**src/design/fpa_pkg.sv**
```systemverilog
// Shared constants and types for the fit-policy partition allocator.
`default_nettype none
package fpa_pkg;

  // Table geometry
  localparam int unsigned MaxParts = 16;
  localparam int unsigned SizeBits = 16;
  localparam int unsigned IdxW     = $clog2(MaxParts);
  localparam int unsigned CntW     = $clog2(MaxParts + 1);
  localparam int unsigned IntW     = 20;
  localparam int unsigned ExtW     = 32;

  typedef logic [SizeBits-1:0] size_t;

  typedef enum logic [1:0] {
    CmdAdd     = 2'd0,
    CmdAlloc   = 2'd1,
    CmdRestart = 2'd2
  } cmd_e;

  typedef enum logic [1:0] {
    PolFirst = 2'd0,
    PolBest  = 2'd1,
    PolWorst = 2'd2
  } policy_e;

  typedef enum logic [1:0] {
    StatOk      = 2'd0,
    StatUnalloc = 2'd1,
    StatFull    = 2'd2
  } status_e;

  typedef enum logic [2:0] {
    StIdle,
    StScan,
    StSweep,
    StUpdate,
    StResp
  } state_e;

endpackage : fpa_pkg
`default_nettype wire

```
**src/design/fit_policy_partition_allocator.sv**
```systemverilog
// Top level: partition table with first/best/worst fit allocation sequencer.
// An allocate item scans one entry per cycle with one shared compare unit; first fit stops early.
// A restart sweeps the table; add and ignored commands go straight to the result.
// The result is registered as ready returns; a stalled result holds the sequencer.
// Reset (rst_ni, asynchronous, active low) empties the table, clears both totals and the policy.
`default_nettype none
module fit_policy_partition_allocator (
  input  wire logic                              clk_i,
  input  wire logic                              rst_ni,
  // configuration write
  input  wire logic                              cfg_valid_i,
  output logic                                   cfg_ready_o,
  input  wire logic [1:0]                        cfg_policy_i,
  // input items
  input  wire logic                              in_valid_i,
  output logic                                   in_ready_o,
  input  wire logic [1:0]                        command_i,
  input  wire logic [15:0]                       request_size_i,
  // result items
  output logic                                   out_valid_o,
  input  wire logic                              out_ready_i,
  output logic [1:0]                             status_o,
  output logic [4:0]                             part_num_o,
  output logic [19:0]                            internal_fragmentation_o,
  output logic [31:0]                            external_fragmentation_o
);

  // Table storage
  fpa_pkg::size_t size_mem [fpa_pkg::MaxParts];
  fpa_pkg::size_t free_mem [fpa_pkg::MaxParts];

  fpa_pkg::state_e state_q, state_d;

  logic [1:0]                 policy_q;
  fpa_pkg::size_t             req_q;
  logic [fpa_pkg::CntW-1:0]   count_q;
  logic [fpa_pkg::IdxW-1:0]   idx_q;
  logic                       found_q;
  logic [fpa_pkg::IdxW-1:0]   sel_q;
  fpa_pkg::size_t             best_free_q;
  fpa_pkg::size_t             best_size_q;
  logic [fpa_pkg::IntW-1:0]   int_q;
  logic [fpa_pkg::ExtW-1:0]   ext_q;
  logic [1:0]                 res_status_q;
  logic [fpa_pkg::CntW-1:0]   res_num_q;

  logic                       out_valid_q;
  logic [1:0]                 out_status_q;
  logic [fpa_pkg::CntW-1:0]   out_num_q;
  logic [fpa_pkg::IntW-1:0]   out_int_q;
  logic [fpa_pkg::ExtW-1:0]   out_ext_q;

  logic                       in_acc;
  logic                       out_free;
  fpa_pkg::size_t             req_in;
  fpa_pkg::size_t             cur_free;
  fpa_pkg::size_t             cur_size;
  logic                       fits;
  logic                       take;
  logic                       first_pol;
  logic                       last_idx;
  logic                       table_full;
  fpa_pkg::size_t             new_free;
  logic [fpa_pkg::ExtW:0]     ext_sum;

  assign cfg_ready_o = 1'b1;
  assign in_ready_o  = (state_q == fpa_pkg::StIdle);
  assign in_acc      = in_valid_i & in_ready_o;
  assign out_free    = ~out_valid_q | out_ready_i;
  assign req_in      = request_size_i[fpa_pkg::SizeBits-1:0];

  // Shared compare unit on the scanned entry
  assign cur_free  = free_mem[idx_q];
  assign cur_size  = size_mem[idx_q];
  assign fits      = (cur_free >= req_q);
  assign first_pol = (policy_q != fpa_pkg::PolBest) && (policy_q != fpa_pkg::PolWorst);
  assign last_idx  = (fpa_pkg::CntW'(idx_q) + fpa_pkg::CntW'(1)) == count_q;
  assign table_full = (count_q == fpa_pkg::CntW'(fpa_pkg::MaxParts));

  always_comb begin
    take = 1'b0;
    if (fits) begin
      if (!found_q) begin
        take = 1'b1;
      end else if (policy_q == fpa_pkg::PolBest) begin
        take = (cur_free <= best_free_q);
      end else if (policy_q == fpa_pkg::PolWorst) begin
        take = (cur_free >= best_free_q);
      end
    end
  end

  assign new_free = best_free_q - req_q;
  assign ext_sum  = {1'b0, ext_q} + (fpa_pkg::ExtW+1)'(req_q);

  // Sequencer
  always_ff @(posedge clk_i or negedge rst_ni) begin
    if (!rst_ni) begin
      state_q <= fpa_pkg::StIdle;
    end else begin
      state_q <= state_d;
    end
  end

  always_comb begin
    state_d = state_q;
    unique case (state_q)
      fpa_pkg::StIdle: begin
        if (in_acc) begin
          if (command_i == fpa_pkg::CmdAlloc) begin
            state_d = (count_q == '0) ? fpa_pkg::StUpdate : fpa_pkg::StScan;
          end else if (command_i == fpa_pkg::CmdRestart) begin
            state_d = (count_q == '0) ? fpa_pkg::StResp : fpa_pkg::StSweep;
          end else begin
            state_d = fpa_pkg::StResp;
          end
        end
      end
      fpa_pkg::StScan: begin
        if (last_idx || (first_pol && fits)) begin
          state_d = fpa_pkg::StUpdate;
        end
      end
      fpa_pkg::StSweep: begin
        if (last_idx) begin
          state_d = fpa_pkg::StResp;
        end
      end
      fpa_pkg::StUpdate: begin
        state_d = fpa_pkg::StResp;
      end
      fpa_pkg::StResp: begin
        if (out_free) begin
          state_d = fpa_pkg::StIdle;
        end
      end
      default: state_d = fpa_pkg::StIdle;
    endcase
  end

  // Table writes: add, grant and restart sweep
  always_ff @(posedge clk_i) begin
    if (state_q == fpa_pkg::StIdle && in_acc && command_i == fpa_pkg::CmdAdd && !table_full) begin
      size_mem[count_q[fpa_pkg::IdxW-1:0]] <= req_in;
      free_mem[count_q[fpa_pkg::IdxW-1:0]] <= req_in;
    end else if (state_q == fpa_pkg::StUpdate && found_q) begin
      free_mem[sel_q] <= new_free;
    end else if (state_q == fpa_pkg::StSweep) begin
      free_mem[idx_q] <= cur_size;
    end
  end

  // Control and totals
  always_ff @(posedge clk_i or negedge rst_ni) begin
    if (!rst_ni) begin
      policy_q     <= fpa_pkg::PolFirst;
      count_q      <= '0;
      int_q        <= '0;
      ext_q        <= '0;
      idx_q        <= '0;
      found_q      <= 1'b0;
      res_status_q <= fpa_pkg::StatOk;
      res_num_q    <= '0;
    end else begin
      if (cfg_valid_i) begin
        policy_q <= cfg_policy_i;
      end
      unique case (state_q)
        fpa_pkg::StIdle: begin
          if (in_acc) begin
            idx_q        <= '0;
            found_q      <= 1'b0;
            res_status_q <= fpa_pkg::StatOk;
            res_num_q    <= '0;
            if (command_i == fpa_pkg::CmdAdd) begin
              if (table_full) begin
                res_status_q <= fpa_pkg::StatFull;
              end else begin
                count_q   <= count_q + fpa_pkg::CntW'(1);
                res_num_q <= count_q + fpa_pkg::CntW'(1);
              end
            end else if (command_i == fpa_pkg::CmdRestart) begin
              int_q <= '0;
              ext_q <= '0;
            end
          end
        end
        fpa_pkg::StScan: begin
          if (take) begin
            found_q <= 1'b1;
          end
          idx_q <= idx_q + fpa_pkg::IdxW'(1);
        end
        fpa_pkg::StSweep: begin
          idx_q <= idx_q + fpa_pkg::IdxW'(1);
        end
        fpa_pkg::StUpdate: begin
          if (found_q) begin
            res_num_q <= fpa_pkg::CntW'(sel_q) + fpa_pkg::CntW'(1);
            // an untouched partition joins the total; a touched one just shrinks
            if (req_q != '0) begin
              if (best_free_q == best_size_q) begin
                int_q <= int_q + fpa_pkg::IntW'(new_free);
              end else begin
                int_q <= int_q - fpa_pkg::IntW'(req_q);
              end
            end
          end else begin
            res_status_q <= fpa_pkg::StatUnalloc;
            ext_q <= ext_sum[fpa_pkg::ExtW] ? '1 : ext_sum[fpa_pkg::ExtW-1:0];
          end
        end
        default: ;
      endcase
    end
  end

  // Scan payload
  always_ff @(posedge clk_i) begin
    if (in_acc) begin
      req_q <= req_in;
    end
    if (state_q == fpa_pkg::StScan && take) begin
      sel_q       <= idx_q;
      best_free_q <= cur_free;
      best_size_q <= cur_size;
    end
  end

  // Output register
  always_ff @(posedge clk_i or negedge rst_ni) begin
    if (!rst_ni) begin
      out_valid_q <= 1'b0;
    end else if (state_q == fpa_pkg::StResp && out_free) begin
      out_valid_q <= 1'b1;
    end else if (out_ready_i) begin
      out_valid_q <= 1'b0;
    end
  end

  always_ff @(posedge clk_i) begin
    if (state_q == fpa_pkg::StResp && out_free) begin
      out_status_q <= res_status_q;
      out_num_q    <= res_num_q;
      out_int_q    <= int_q;
      out_ext_q    <= ext_q;
    end
  end

  assign out_valid_o              = out_valid_q;
  assign status_o                 = out_status_q;
  assign part_num_o               = out_num_q;
  assign internal_fragmentation_o = out_int_q;
  assign external_fragmentation_o = out_ext_q;

endmodule : fit_policy_partition_allocator
`default_nettype wire

```
**config.mk**
```make
export PLATFORM = sky130hd
export DESIGN_NAME = fit_policy_partition_allocator
export DESIGN_NICKNAME = d
export VERILOG_FILES = /design/src/design/fpa_pkg.sv /design/src/design/fit_policy_partition_allocator.sv
export SDC_FILE = /design/constraint.sdc
export NUM_CORES = 1
export LEC_CHECK = 0
export BUFFER_PORTS_ARGS = -buffer_cell sky130_fd_sc_hd__buf_2
export CORE_ASPECT_RATIO = 0.9
export CORE_MARGIN = 2
export CORE_UTILIZATION = 33
export DETAILED_ROUTE_END_ITERATION = 8
export GPL_TIMING_DRIVEN = 1
export REMOVE_ABC_BUFFERS = 1
export SETUP_SLACK_MARGIN = 0.4
export SYNTH_ARGS = -nofsm -noshare
export SYNTH_HDL_FRONTEND = slang
export SYNTH_SLANG_ARGS = --single-unit
```
**constraint.sdc**
```tcl
create_clock -name clk_i -period 9.1 [get_ports clk_i]
set_input_delay 1.365 -clock clk_i [delete_from_list [all_inputs] [get_ports clk_i]]
set_output_delay 1.365 -clock clk_i [all_outputs]
set_load 0.01 [all_outputs]
```
**Yosys cells after proc, flatten, opt, wreduce, memory -nomap -nowiden**

Memories as Yosys holds them, arrays and structs flattened.
Index checks and enable logic that the tools add are counted.

- Memory bits (writable): 512
- Input bits: 25
- Logic and storage cells: 145
- Output and inout port bits: 62
- Bits in registers: 186
- Memories: 2

Memory list:

| memory | words | bits a word | read ports | clocked after Yosys merged registers in | write ports | RTL line | RTL |
|---|---|---|---|---|---|---|---|
| free_mem | 16 | 16 | 1 | 0 | 1 | fit_policy_partition_allocator.sv:30 | `fpa_pkg::size_t free_mem [fpa_pkg::MaxParts];` |
| size_mem | 16 | 16 | 1 | 0 | 1 | fit_policy_partition_allocator.sv:29 | `fpa_pkg::size_t size_mem [fpa_pkg::MaxParts];` |

- Bitwise gates (word level): 4
- Reductions and logical operators: 29
- $lt $le $gt $ge: 3
- Eq/ne operators: 23
- Add/sub/neg operators: 8
- Mux-type cells: 58

Operators with widths:

| cell | number |
|---|---|
| $mux W32 | 5 |
| $mux W20 | 6 |
| $pmux W32 S2 | 1 |
| $pmux W20 S2 | 1 |
| $add A32 B16 Y33 | 1 |
| $ge A16 B16 Y1 | 2 |
| $mux W16 | 2 |
| $reduce_or A16 Y1 | 2 |
| $mux W3 | 7 |
| $add A20 B16 Y20 | 1 |
| $mux W5 | 4 |
| $sub A20 B16 Y20 | 1 |
| $mux W1 | 19 |
| $eq A16 B16 Y1 | 1 |
| $le A16 B16 Y1 | 1 |
| $ne A2 B2 Y1 const B | 8 |
| $reduce_bool A16 Y1 | 1 |
| $sub A16 B16 Y16 | 1 |
| $pmux W3 S5 | 1 |
| $mux W4 | 3 |
| $add A4 B1 Y5 const B | 2 |
| $mux W2 | 5 |
| $pmux W5 S2 | 1 |
| $reduce_and A3 Y1 | 3 |
| 28 further kinds | 46 |

**Depth between registers and ports, before layout**

Gate-level depths: netlist of the first run.

- Word-level depth: 10
- Gate-level depth with buffers: 23
- Gate-level depth less buffers: 23

**Least setup slack after synthesis of the first run**

Ideal clock, no wire load.

- Path type: reg2reg
- Start point: reg idx_q[0] (netlist name)
- End point: reg best_free_q[0], enable pin
- Data required time: 8.616 ns
- Path slack: 2.232 ns
- Arrival: 6.384 ns
- Library setup time: 0.484 ns
- Period minus slack after synthesis: 6.868 ns
- Buffers on the path: 3
- Cell stages (with the launch flop): 16
- Cells stage by stage: dfrtp_1 -> clkbuf_1 -> buf_1 -> buf_2 -> mux4_2 -> mux4_2 -> ha_1 -> a21o_1 -> a21o_1 -> a211oi_1 -> o21ai_0 -> o211ai_1 -> o211ai_1 -> xor2_1 -> a41oi_1 -> a211oi_1

- Cells in the longest elaborated chain, start to end: 7
- Elaborated cells on any way between the ends: 9
- Classes of those cells: 3 x order compare; 4 x mux; 1 x reduce/logical; 1 x memory

Ends and longest elaborated chain:

| what | RTL line | RTL |
|---|---|---|
| start: declaration | fit_policy_partition_allocator.sv:37 | `logic [fpa_pkg::IdxW-1:0] idx_q;` |
| start signal: assignment | fit_policy_partition_allocator.sv:192 | `idx_q <= idx_q + fpa_pkg::IdxW'(1);` |
| start signal: assignment | fit_policy_partition_allocator.sv:195 | `idx_q <= idx_q + fpa_pkg::IdxW'(1);` |
| $mem_v2 Z16 W16 (*) | -- |  |
| named net cur_free[9] | fit_policy_partition_allocator.sv:56 | `fpa_pkg::size_t cur_free;` |
| $ge A16 B16 Y1 | fit_policy_partition_allocator.sv:88 | `take = (cur_free >= best_free_q);` |
| $mux W1 | fit_policy_partition_allocator.sv:87 | `end else if (policy_q == fpa_pkg::PolWorst) begin` |
| $mux W1 | fit_policy_partition_allocator.sv:85 | `end else if (policy_q == fpa_pkg::PolBest) begin` |
| $mux W1 | fit_policy_partition_allocator.sv:83 | `if (!found_q) begin` |
| $mux W1 (*) | fit_policy_partition_allocator.sv:82 | `if (fits) begin` |
| $logic_and A1 B1 Y1 (*) | fit_policy_partition_allocator.sv:223 | `if (state_q == fpa_pkg::StScan && take) begin` |
| end signal: assignment | fit_policy_partition_allocator.sv:225 | `best_free_q <= cur_free;` |
| end: declaration | fit_policy_partition_allocator.sv:40 | `fpa_pkg::size_t best_free_q;` |

Mark *: on every way through the listed nets, which the timed path passes. The rest lies on a longest branch.
A chain may end at the register's enable or synchronous reset.

**Final worst setup path of the first run**

- Start point: reg idx_q[0] (netlist name)
- End point: reg best_size_q[9], enable pin

- Cells in the longest elaborated chain, start to end: 7
- Elaborated cells on any way between the ends: 9
- Classes of those cells: 3 x order compare; 4 x mux; 1 x reduce/logical; 1 x memory

Ends and longest elaborated chain:

| what | RTL line | RTL |
|---|---|---|
| $mem_v2 Z16 W16 (*) | -- |  |
| named net cur_free[9] | fit_policy_partition_allocator.sv:56 |  |
| $ge A16 B16 Y1 | fit_policy_partition_allocator.sv:88 |  |
| $mux W1 | fit_policy_partition_allocator.sv:87 |  |
| $mux W1 | fit_policy_partition_allocator.sv:85 |  |
| $mux W1 | fit_policy_partition_allocator.sv:83 |  |
| $mux W1 (*) | fit_policy_partition_allocator.sv:82 |  |
| $logic_and A1 B1 Y1 (*) | fit_policy_partition_allocator.sv:223 |  |
| end signal: assignment | fit_policy_partition_allocator.sv:226 | `best_size_q <= cur_size;` |
| end: declaration | fit_policy_partition_allocator.sv:41 | `fpa_pkg::size_t best_size_q;` |

Marks and branches as above.

==> results_dict.tcl, run 1 <==
set metrics [dict create \
    synth-seq-area-share 0.6796 \
    pre_cts_ws_ns 3.871 \
    avgSynthCellArea_sq_um 16.65 \
    holdPathEnd "internal_fragmentation_o[19]" \
    core_area_sq_mm 0.09104 \
    synth-edff-count 623 \
    worst_pin_slew_ns 1.290 \
    clockBufferDepth 3 \
    worstPathRequired_ns 9.35 \
    synth_flop_cell "edfxtp_1" \
    async_reset_ff_frac 0.1074 \
    antenna_found_initial 4 \
    ys_ff_latch 698 \
    die-area_sq_mm 0.09424 \
    reg2reg_slack_ns 3.81 \
    crit_arrival_ns 5.54 \
    grt_usage 0.1608 \
    remaining_drc_errors 0 \
    slew_viol_final 0 \
    setup_tns_ns 0 \
    r2r_start "idx_q[0]" \
    ctsHoldBuffers 0 \
    mostFrequentLayoutCells "623 x edfxtp_1, 160 x mux4_2, 121 x nand2_1" \
    syn2layout_area_growth_pct 15.02 \
    grt_pass1_vias 16970 \
    yosysWarningCount 0 \
    viasPerCell 5.246 \
    final-hold-violation-count 0 \
    post_drt_wl_per_cell_microns 23.24 \
    ant_nets 0 \
    final_common_cell "edfxtp_1" \
    post_cts_buffers 0 \
    final_cell_area_sq_mm 0.03484 \
    nNetsFinal 2077 \
    cts_sinks 698 \
    htreeDepth 3 \
    timing.final.ws_setup_ns 3.813 \
    clock_latency_ns 0.63 \
    routed_wl_mm 75.48 \
    io_buffers 85 \
    status "completed" \
    relSlewSlack 0.1360 \
    drv_cap 0 \
    period_minus_slack_ns 5.287 \
    synth_cell_types 72 \
    fp.dieW_microns 323.4 \
    drt_first_pass_iters 5 \
    post-route-period-util 0.5810 \
    drtIter0Drc 1775 \
    overflow 0 \
    finalClockSkew_ns 0.03252 \
    timing.rr.end "best_size_q[9]" \
    grt_start_max_net_pins 83 \
    root_buffer "clkbuf_16" \
    cts_resized 0 \
    io_pins 87 \
    crit_fanout 82 \
    hold_class "flip-flop to flip-flop" \
    utilization 0.3827 \
    vias 17040 \
    numCtsBuffers 72 \
    p_leak_nw 12.12 \
    syn_inst 1819 \
    fmax_mhz 189.1 \
    post_dp_cell_area_sq_mm 0.03236 \
    path_clk_slew_ns 0.06 \
    num_rows 105 \
    rsz0062_at_grt "no" \
    whs_ns 0.4517 \
    place_congestion 0.9167 \
    cts_tree "yes" \
    setup_viol 0 \
    path_class "flip-flop to flip-flop" \
    worstRegToRegCells 14 \
    start_kind "flip-flop" \
    syn_area_sq_mm 0.03029 \
    grt_pass1_wl_mm 112.2 \
    drive_gt1_frac 0.2123 \
    p_per_area_mw_per_mm2 300.9 \
    holdPathStages 0 \
    dieHeight_microns 291.4 \
    dp_hpwl_mm 48.00 \
    irDropWorstVdd_mv 0.1628 \
    endpoint_kind "flip-flop" \
    min-delay-start "int_q[19]" \
    initial_utilization 0.3327 \
]
[cell type report]
class,instances,area (sq um)
fillers,8246,56200
flip-flops and latches,698,20590
multi-input cells,997,9220
clock buffers,94,1957
well taps,1230,1539
repair buffers,132,793.3
clock inverters,39,521.8
inverters,56,210.2
diodes,2,5.005
[routing by layer]
layer | wire length (microns) | up-vias | track usage
li1 | - | 7496 | -
met3 | 5334 | 107 | 0.02783
met1 | 33580 | 8819 | 0.2328
met5 | 24 | - | 0
met4 | 1622 | 4 | 0.04039
met2 | 34920 | 613 | 0.2512
[cell families after synthesis]
group	after synthesis	synth area share
buffers and inverters	124	0.01718
and+or+nand+nor	354	0.05452
adders and majority gates	95	0.03998
muxes	161	0.1193
other	1	0.0001238
DFF	698	0.6796
xor gates and xnor gates	85	0.02458
AOI/OAI and AO/OA	301	0.06473
[cell usage after synthesis (3+ instances only)]
cell type    n  area share
o31a_1       3     0.00087
mux4_2     160        0.12
o21ai_0     69       0.011
a21oi_1     67       0.011
o21ai_1     16      0.0026
buf_1        8     0.00099
nor2b_1      9      0.0019
and2_1      14      0.0029
o21ai_2      3     0.00087
xor2_1      36       0.010
nor2_1      89       0.011
nand2_1    121       0.015
a311oi_1     3     0.00087
clkbuf_1    34      0.0042
o211ai_1     6      0.0015
dfrtp_1     75       0.062
a22oi_1      3     0.00074
nor3b_1      3     0.00074
fa_1         3      0.0020
o31ai_1      7      0.0017
or3_1        8      0.0017
nand2b_1    12      0.0025
nand3_1     26      0.0043
xnor2_1     49       0.014
a22o_1      23      0.0067
a21o_1      30      0.0074
nor2_2       4     0.00083
o311ai_0     3     0.00087
inv_1       55      0.0068
edfxtp_1   623        0.62
a41oi_1      5      0.0014
a31oi_1     13      0.0027
o21a_1       9      0.0022
buf_4        4     0.00099
nand4_1      9      0.0019
nor4_1      10      0.0021
ha_1        92       0.038
o21bai_1     4     0.00099
a211oi_1    11      0.0027
o22ai_1      3     0.00062
and3_1      19      0.0039
or2_2        3     0.00062
nor3_1      20      0.0033
buf_2       20      0.0033
[per-stage QoR]
stage	instances	total power, W
after detailed placement	3113	0.007476
after CTS	3246	0.01056
after floorplan	1751	0.006532
final	3248	0.01048
after global placement	3113	0.007406
after global routing	3248	0.01098
[power breakdown]
part	leakage, nW	total (W)	internal, W	switching, W
registers	6.65	0.00436	0.00408	0.000282
clock network	1.21	0.00308	0.00184	0.00124
logic	4.26	0.00304	0.00128	0.00176
[state kept, by name, indices dropped and copies added, names as in the netlist]
name                      count
res_status_q                  2
state_q                       3
best_size_q                  16
internal_fragmentation_o     20
best_free_q                  16
out_valid_o                   1
ext_q                        32
idx_q                         4
req_q                        16
policy_q                      2
part_num_o                    5
sel_q                         4
found_q                       1
int_q                        20
status_o                      2
count_q                       5
free_mem                    256
size_mem                    256
res_num_q                     5
external_fragmentation_o     32
[worst max-delay path, stage by stage, from the launching register on]
cell and delay [ns]:
dfrtp_4 0.69, buf_12 0.45, mux4_2 0.61, mux4_2 0.53, ha_1 0.32, a21o_1 0.19
a21o_1 0.17, a211oi_1 0.23, o21ai_0 0.12, o211ai_1 0.12, o211ai_1 0.15, xor2_1 0.17
a41oi_1 0.12, a211oi_4 0.28, buf_4 0.47
[worst max-delay path by stage]
stage	startpoint	to	slack, ns
global placement	idx_q[0]	best_free_q[5]	3.92
global route	idx_q[0]	best_size_q[9]	3.49
finish	idx_q[0]	best_size_q[9]	3.81
floorplan	idx_q[0]	best_free_q[0]	-1.67
detailed placement	idx_q[0]	best_size_q[10]	3.87
CTS	idx_q[0]	sel_q[1]	3.84
(Power assumes the default switching activity.)
==> inputs of run 2 (changes only) <==
--- a/config.mk
+++ b/config.mk
@@ -5,6 +5,7 @@
 export SDC_FILE = /design/constraint.sdc
 export NUM_CORES = 1
 export LEC_CHECK = 0
+export ABC_AREA = 1
 export BUFFER_PORTS_ARGS = -buffer_cell sky130_fd_sc_hd__buf_2
 export CORE_ASPECT_RATIO = 0.9
 export CORE_MARGIN = 2
==> constraint.sdc (replaced) <==
create_clock -name clk_i -period 4.4 [get_ports clk_i]
set_input_delay 0.66 -clock clk_i [delete_from_list [all_inputs] [get_ports clk_i]]
set_output_delay 0.66 -clock clk_i [all_outputs]
set_load 0.01 [all_outputs]
==> results_dict.tcl, run 2 <==
set metrics [dict create \
    status "completed" \
    fp.dieW_microns 333.2 \
    whs_ns 0.09598 \
    num_rows 108 \
    utilization 0.3816 \
    synthTopCellsByArea "edfxtp_1 58%, nand2_1 6.6%, dfrtp_1 5.8%" \
    syn2layout_area_growth_pct 14.53 \
    r2r_start "req_q[0]" \
    synth_flop_cell "edfxtp_1" \
    clockBufferDepth 3 \
    initial_utilization 0.3332 \
    io_pins 87 \
    slew_viol_final 0 \
    path_class "flip-flop to flip-flop" \
    syn_area_sq_mm 0.03219 \
    crit_end "int_q[16]" \
    swShare 0.3780 \
    vias 22860 \
    path_common_cell "nand2_1" \
    antenna_found_initial 5 \
    crit_path_max_incr_delay_ns 0.68 \
    p_seq_frac 0.388 \
    dp_hpwl_mm 57.87 \
    remaining_drc_errors 0 \
    mostFrequentLayoutCells "623 x edfxtp_1, 564 x nand2_1, 380 x nor2_1" \
    busiest_layer "met2" \
    routed_wl_mm 90.63 \
    async_reset_ff_frac 0.1074 \
    synth-seq-area-share 0.6395 \
    p_per_area_mw_per_mm2 625.4 \
    path_clk_slew_ns 0.06 \
    period_minus_slack_ns 3.726 \
    io_buffers 85 \
    setup_tns_ns 0 \
    cp_num_buf_inv 3 \
    cts_tree "yes" \
    worst_pin_slew_ns 1.213 \
    reg2reg_slack_ns 0.67 \
    power_w 0.02306 \
    grt_pass1_wl_mm 134.8 \
    ys_ff_latch 698 \
    yosysMostFrequentCell "edfxtp_1" \
    grt_util_met3 0.03463 \
    synth.top_cell.area_share 0.5812 \
    viasPerCell 5.150 \
    p_leak_nw 13.92 \
    met1_usage 0.2552 \
    grt_pass1_vias 21420 \
    n_fill_cell 9263 \
    die-area_sq_mm 0.1001 \
    crit_fanout 5 \
    worstRegToRegCells 16 \
    numCtsBuffers 75 \
    start_kind "flip-flop" \
    fin_cells 4438 \
    intPower_w 0.01434 \
    final-hold-violation-count 0 \
    post_drt_wl_per_cell_microns 20.42 \
    rsz0062_at_grt "no" \
    core_area_sq_mm 0.09662 \
    nNetsFinal 3234 \
    drtIter0Drc 2295 \
    place_congestion 0.8929 \
    hold_class "primary input to async pin" \
    endpoint_kind "flip-flop" \
    htreeDepth 3 \
    synth_cell_types 53 \
    final_common_cell "edfxtp_1" \
    combPwrFrac 0.339 \
    ant_nets 0 \
    syn_inst 3006 \
    drt_first_pass_iters 6 \
    p_clk_frac 0.273 \
    crit_arrival_ns 4.28 \
    avgSynthCellArea_sq_um 10.71 \
    fmax_mhz 268.4 \
    yosysWarningCount 0 \
    relSlewSlack 0.1861 \
    finalClockSkew_ns 0.03468 \
    irDropWorstVdd_mv 0.4705 \
    grt_start_max_net_pins 132 \
    slowest_stage "nor3_1" \
    clock_latency_ns 0.65 \
    met2_usage 0.2737 \
    synth-edff-count 623 \
    cp.depth 16 \
    dieHeight_microns 300.3 \
    drv_cap 0 \
    p_switching_w 0.008715 \
    root_buffer "clkbuf_16" \
    synth_area_leader_cell "edfxtp_1" \
    setup_viol 0 \
    drive_gt1_frac 0.1072 \
    post-route-period-util 0.8468 \
    overflow 0 \
    grt_usage 0.1779 \
    cts_sinks 698 \
    path_cells "buf_4 > buf_12 > nor3_1 > inv_1 > nor3_1 > nand2_1 > nand2_1 > o21ai_0 > ha_1 > a21oi_1 > o21ai_0 > a31oi_1 > nand2_1 > nand2_1 > nand2_1 > o21ai_1" \
    ys_top_cells_by_count "623 x edfxtp_1, 564 x nand2_1, 410 x nor2_1, 338 x o21ai_0, 205 x inv_1" \
    crit_start "req_q[0]" \
    critPathTopFamily "simple AND/OR/NAND/NOR gates" \
    worstPathRequired_ns 4.95 \
    timing.rr.end "int_q[16]" \
    dp.cells 4299 \
]
==> run 2: cell count changes after synthesis, moves of 37 or more <==
cell / change
mux4_2: -160
nor2_1: +321
o221ai_1: +86
o21ai_0: +269
nand2_1: +443
nand3_1: +114
o22ai_1: +37
inv_1: +150
==> run 2: metrics by stage <==
stage / setup slack [ns] / instance area, sq um
detailed placement: 0.6754 / 34360
CTS: 0.6401 / 36830
finish: 0.6742 / 36870
global route: 0.3926 / 36870
floorplan: -6.324 / 31590
global placement: 0.6770 / 34360
==> run 2: repair_timing <==
action | CTS | global route
gates resized for setup | 0 | 1
setup buffers | 0 | 3
endpoints found under the hold margin | 0 | 0
endpoints found under the setup margin | 0 | 6
hold buffers | 0 | 0
==> run 2: worst min-delay path by stage <==
| stage | to | slack (ns) | cells after the start |
|---|---|---|---|
| floorplan | count_q[0] | 0.36 | 0 |
| global placement | part_num_o[0] | 0.44 | 0 |
| detailed placement | status_o[0] | 0.44 | 0 |
| CTS | idx_q[1] | 0.09 | 1 |
| global route | idx_q[0] | 0.12 | 1 |
| finish | policy_q[1] | 0.1 | 1 |
==> run 2: final cells by class <==
| cell class | count | area [sq um] | area share |
|---|---|---|---|
| Tap cell | 1265 | 1583 | 0.04293 |
| Timing Repair Buffer | 160 | 1091 | 0.02959 |
| Multi-Input combinational cell | 1963 | 10300 | 0.2795 |
| Sequential cell | 698 | 20600 | 0.5586 |
| Clock buffer | 84 | 1921 | 0.05209 |
| Inverter | 216 | 823.3 | 0.02233 |
| Clock inverter | 51 | 546.8 | 0.01483 |
| Antenna cell | 1 | 2.502 | 0.00006787 |
==> run 2: logic make-up after synthesis <==
group,count (synthesis),synth area share
and+or+nand+nor,1182,0.1496
DFF,698,0.6395
AOI/OAI and AO/OA,646,0.1186
buffers and inverters,345,0.04381
adders and majority gates,95,0.03763
xor gates and xnor gates,36,0.009795
muxes,3,0.0009717
other,1,0.0001165
==> run 2: worst register-to-register path: cells and delay by family, from the launching register on <==
family | cells | cell delay, ns
AOI/OAI and AO/OA | 5 | 0.92
adders and majority gates | 1 | 0.35
DFF | 1 | 0.46
and+or+nand+nor | 7 | 1.44
buffers and inverters | 3 | 0.48
==> run 2: power by group through the flow <==
| stage | Combinational [W] | Clock [W] | Sequential [W] |
|---|---|---|---|
| after CTS | 0.00777 | 0.00642 | 0.00894 |
| after floorplan | 0.00463 | 0 | 0.00924 |
| final | 0.00782 | 0.00630 | 0.00894 |
| after global routing | 0.00870 | 0.00667 | 0.00901 |
| after global placement | 0.00766 | 0 | 0.00907 |
| after detailed placement | 0.00773 | 0 | 0.00908 |
==> run 2: layer usage <==
layer,part of all wire,vias to the layer above
li1,-,10870
met1,0.45,10960
met2,0.44,874
met3,0.079,140
met4,0.027,6
met5,0.00038,-
==> inputs of run 3 (changes only) <==
--- a/config.mk
+++ b/config.mk
@@ -5,7 +5,7 @@
 export SDC_FILE = /design/constraint.sdc
 export NUM_CORES = 1
 export LEC_CHECK = 0
-export ABC_AREA = 1
+export ABC_AREA = 0
 export BUFFER_PORTS_ARGS = -buffer_cell sky130_fd_sc_hd__buf_2
 export CORE_ASPECT_RATIO = 0.9
 export CORE_MARGIN = 2
==> constraint.sdc (replaced) <==
create_clock -name clk_i -period 3.5 [get_ports clk_i]
set_input_delay 0.525 -clock clk_i [delete_from_list [all_inputs] [get_ports clk_i]]
set_output_delay 0.525 -clock clk_i [all_outputs]
set_load 0.01 [all_outputs]
==> results_dict.tcl, run 3 (same netlist as run 1, synthesis figures left out) <==
set metrics [dict create \
    post_dp_cell_area_sq_mm 0.03432 \
    nNetsFinal 2372 \
    p_per_area_mw_per_mm2 776.8 \
    grt_pass1_wl_mm 116.9 \
    p_clk_frac 0.249 \
    drv_cap 0 \
    vias 18370 \
    drive_gt1_frac 0.3543 \
    final_cell_area_sq_mm 0.03832 \
    crit_arrival_ns 4.57 \
    numCtsBuffers 72 \
    htreeDepth 3 \
    n_fill_cell 8013 \
    p_leak_nw 13.87 \
    slew_viol_final 0 \
    drt_first_pass_iters 7 \
    crit_fanout 6 \
    root_buffer "clkbuf_16" \
    grt_start_max_net_pins 76 \
    busiest_layer "met2" \
    dp_hpwl_mm 52.42 \
    timing.final.ws_setup_ns -0.7415 \
    p_switching_w 0.009489 \
    finalClockSkew_ns 0.02798 \
    setup_tns_ns -31.22 \
    grt_pass1_vias 18250 \
    viasPerCell 5.190 \
    fin_cells 3540 \
    fp.dieW_microns 323.4 \
    period_minus_slack_ns 4.242 \
    io_pins 87 \
    swShare 0.3187 \
    path_clk_slew_ns 0.06 \
    dieHeight_microns 291.4 \
    final-hold-violation-count 0 \
    irDropWorstVdd_mv 0.4256 \
    clock_latency_ns 0.63 \
    antenna_found_initial 4 \
    post-route-period-util 1.212 \
    ant_nets 0 \
    remaining_drc_errors 0 \
    endpoint_kind "flip-flop" \
    start_kind "flip-flop" \
    cts_tree "yes" \
    core_area_sq_mm 0.09104 \
    utilization 0.4209 \
    grt_util_met3 0.03333 \
    path_class "flip-flop to flip-flop" \
    worstPathRequired_ns 3.83 \
    combPwrFrac 0.378 \
    relSlewSlack 0.2961 \
    ctsHoldBuffers 0 \
    die-area_sq_mm 0.09424 \
    grt_usage 0.1674 \
    clockBufferDepth 3 \
    hold_class "primary input to async pin" \
    reg2reg_slack_ns -0.74 \
    cts_sinks 698 \
    met2_usage 0.2619 \
    dp.cells 3341 \
    io_buffers 85 \
    setup_viol 50 \
    initial_utilization 0.3327 \
    intPower_w 0.02028 \
    final_common_cell "edfxtp_1" \
    overflow 0 \
    drtIter0Drc 1882 \
    met1_usage 0.2370 \
    mostFrequentLayoutCells "623 x edfxtp_1, 266 x buf_4, 160 x mux4_2" \
    fmax_mhz 235.8 \
    worst_pin_slew_ns 1.056 \
    rsz0062_at_grt "yes" \
    status "finished with violations" \
    p_seq_frac 0.373 \
    post_drt_wl_per_cell_microns 22.80 \
    place_congestion 0.8876 \
    routed_wl_mm 80.72 \
    num_rows 105 \
    violations "setup timing" \
    syn2layout_area_growth_pct 26.51 \
]
-- run 3: changes by cell type in the layout (fill, tap and decap cells not counted), sizes merged, moves of 21 or more --
cell and delta:
nand2 -448, nor2 -323, o22ai -37, buf +258, a21o +22, inv -156
xnor2 +36, mux4 +160, a22o +21, o21ai -264, nand3 -116, o211ai -37
o221ai -86
-- run 3: stage by stage --
step	hold slack (ns)	setup WS [ns]	power, W
final	0.08677	-0.7415	0.02977
after floorplan	0.2294	-7.274	0.01669
after CTS	0.1104	-0.7177	0.02935
after global placement	0.4362	-0.9278	0.02066
after global routing	0.1622	-0.9281	0.03116
after detailed placement	0.4378	-0.9597	0.02086
-- run 3: final cells by class --
class                   instances  area [sq um]  share of cell area
inverters                      56         210.2            0.005485
clock buffers                  97          1967             0.05133
clock inverters                34         311.5            0.008130
multi-input cells             998          9950              0.2596
well taps                    1230          1539             0.04016
flip-flops and latches        698         20600              0.5374
repair buffers                426          3746             0.09775
diodes                          1         2.502          0.00006530
-- run 3: metal layers --
layer	wire length [microns]	vias to the layer above	share of wire
li1	-	8086	-
met1	35430	9462	0.44
met2	37240	686	0.46
met3	5875	132	0.073
met4	2128	8	0.026
met5	46	-	0.00057
-- run 3: timing repair --
action,CTS,global route
gates cloned,6,8
gates resized for setup,113,102
pin swaps,55,43
setup buffers,26,27
setup endpoints to repair,543,362
-- run 3: power by group through the flow --
stage / combinational [W] / clock [W] / sequential [W]
global route: 0.0121 / 0.00792 / 0.0112
finish: 0.0112 / 0.00742 / 0.0111
detailed placement: 0.00956 / 0 / 0.0113
global placement: 0.00938 / 0 / 0.0113
floorplan: 0.00505 / 0 / 0.0116
CTS: 0.0107 / 0.00759 / 0.0111
-- run 3: critical path, stage by stage (launching register included) --
cell and delay, ns:
dfrtp_4 0.51, buf_12 0.17, buf_16 0.15, buf_12 0.13
mux4_2 0.43, mux4_2 0.51, ha_1 0.32, nand4_1 0.13
nor2_2 0.14, and3_4 0.20, o21ai_1 0.06, o211ai_1 0.22
xor2_1 0.20, a41oi_2 0.08, a211oi_4 0.30, buf_12 0.17
buf_4 0.11, buf_6 0.11
-- run 3: path summary, 6_finish.rpt --
| check | cells after the start | start | endpoint |
|---|---|---|---|
| setup / recovery | 17 | idx_q[0] | best_size_q[1] |
| hold / removal | 1 | rst_ni | ext_q[24] |
| setup reg to reg | 17 | idx_q[0] | best_size_q[1] |
| hold reg to reg | 0 | res_status_q[0] | status_o[0] |
| max in group asynchronous | 1 | rst_ni | idx_q[0] |
| min in group clk_i | 3 | cfg_policy_i[0] | policy_q[0] |
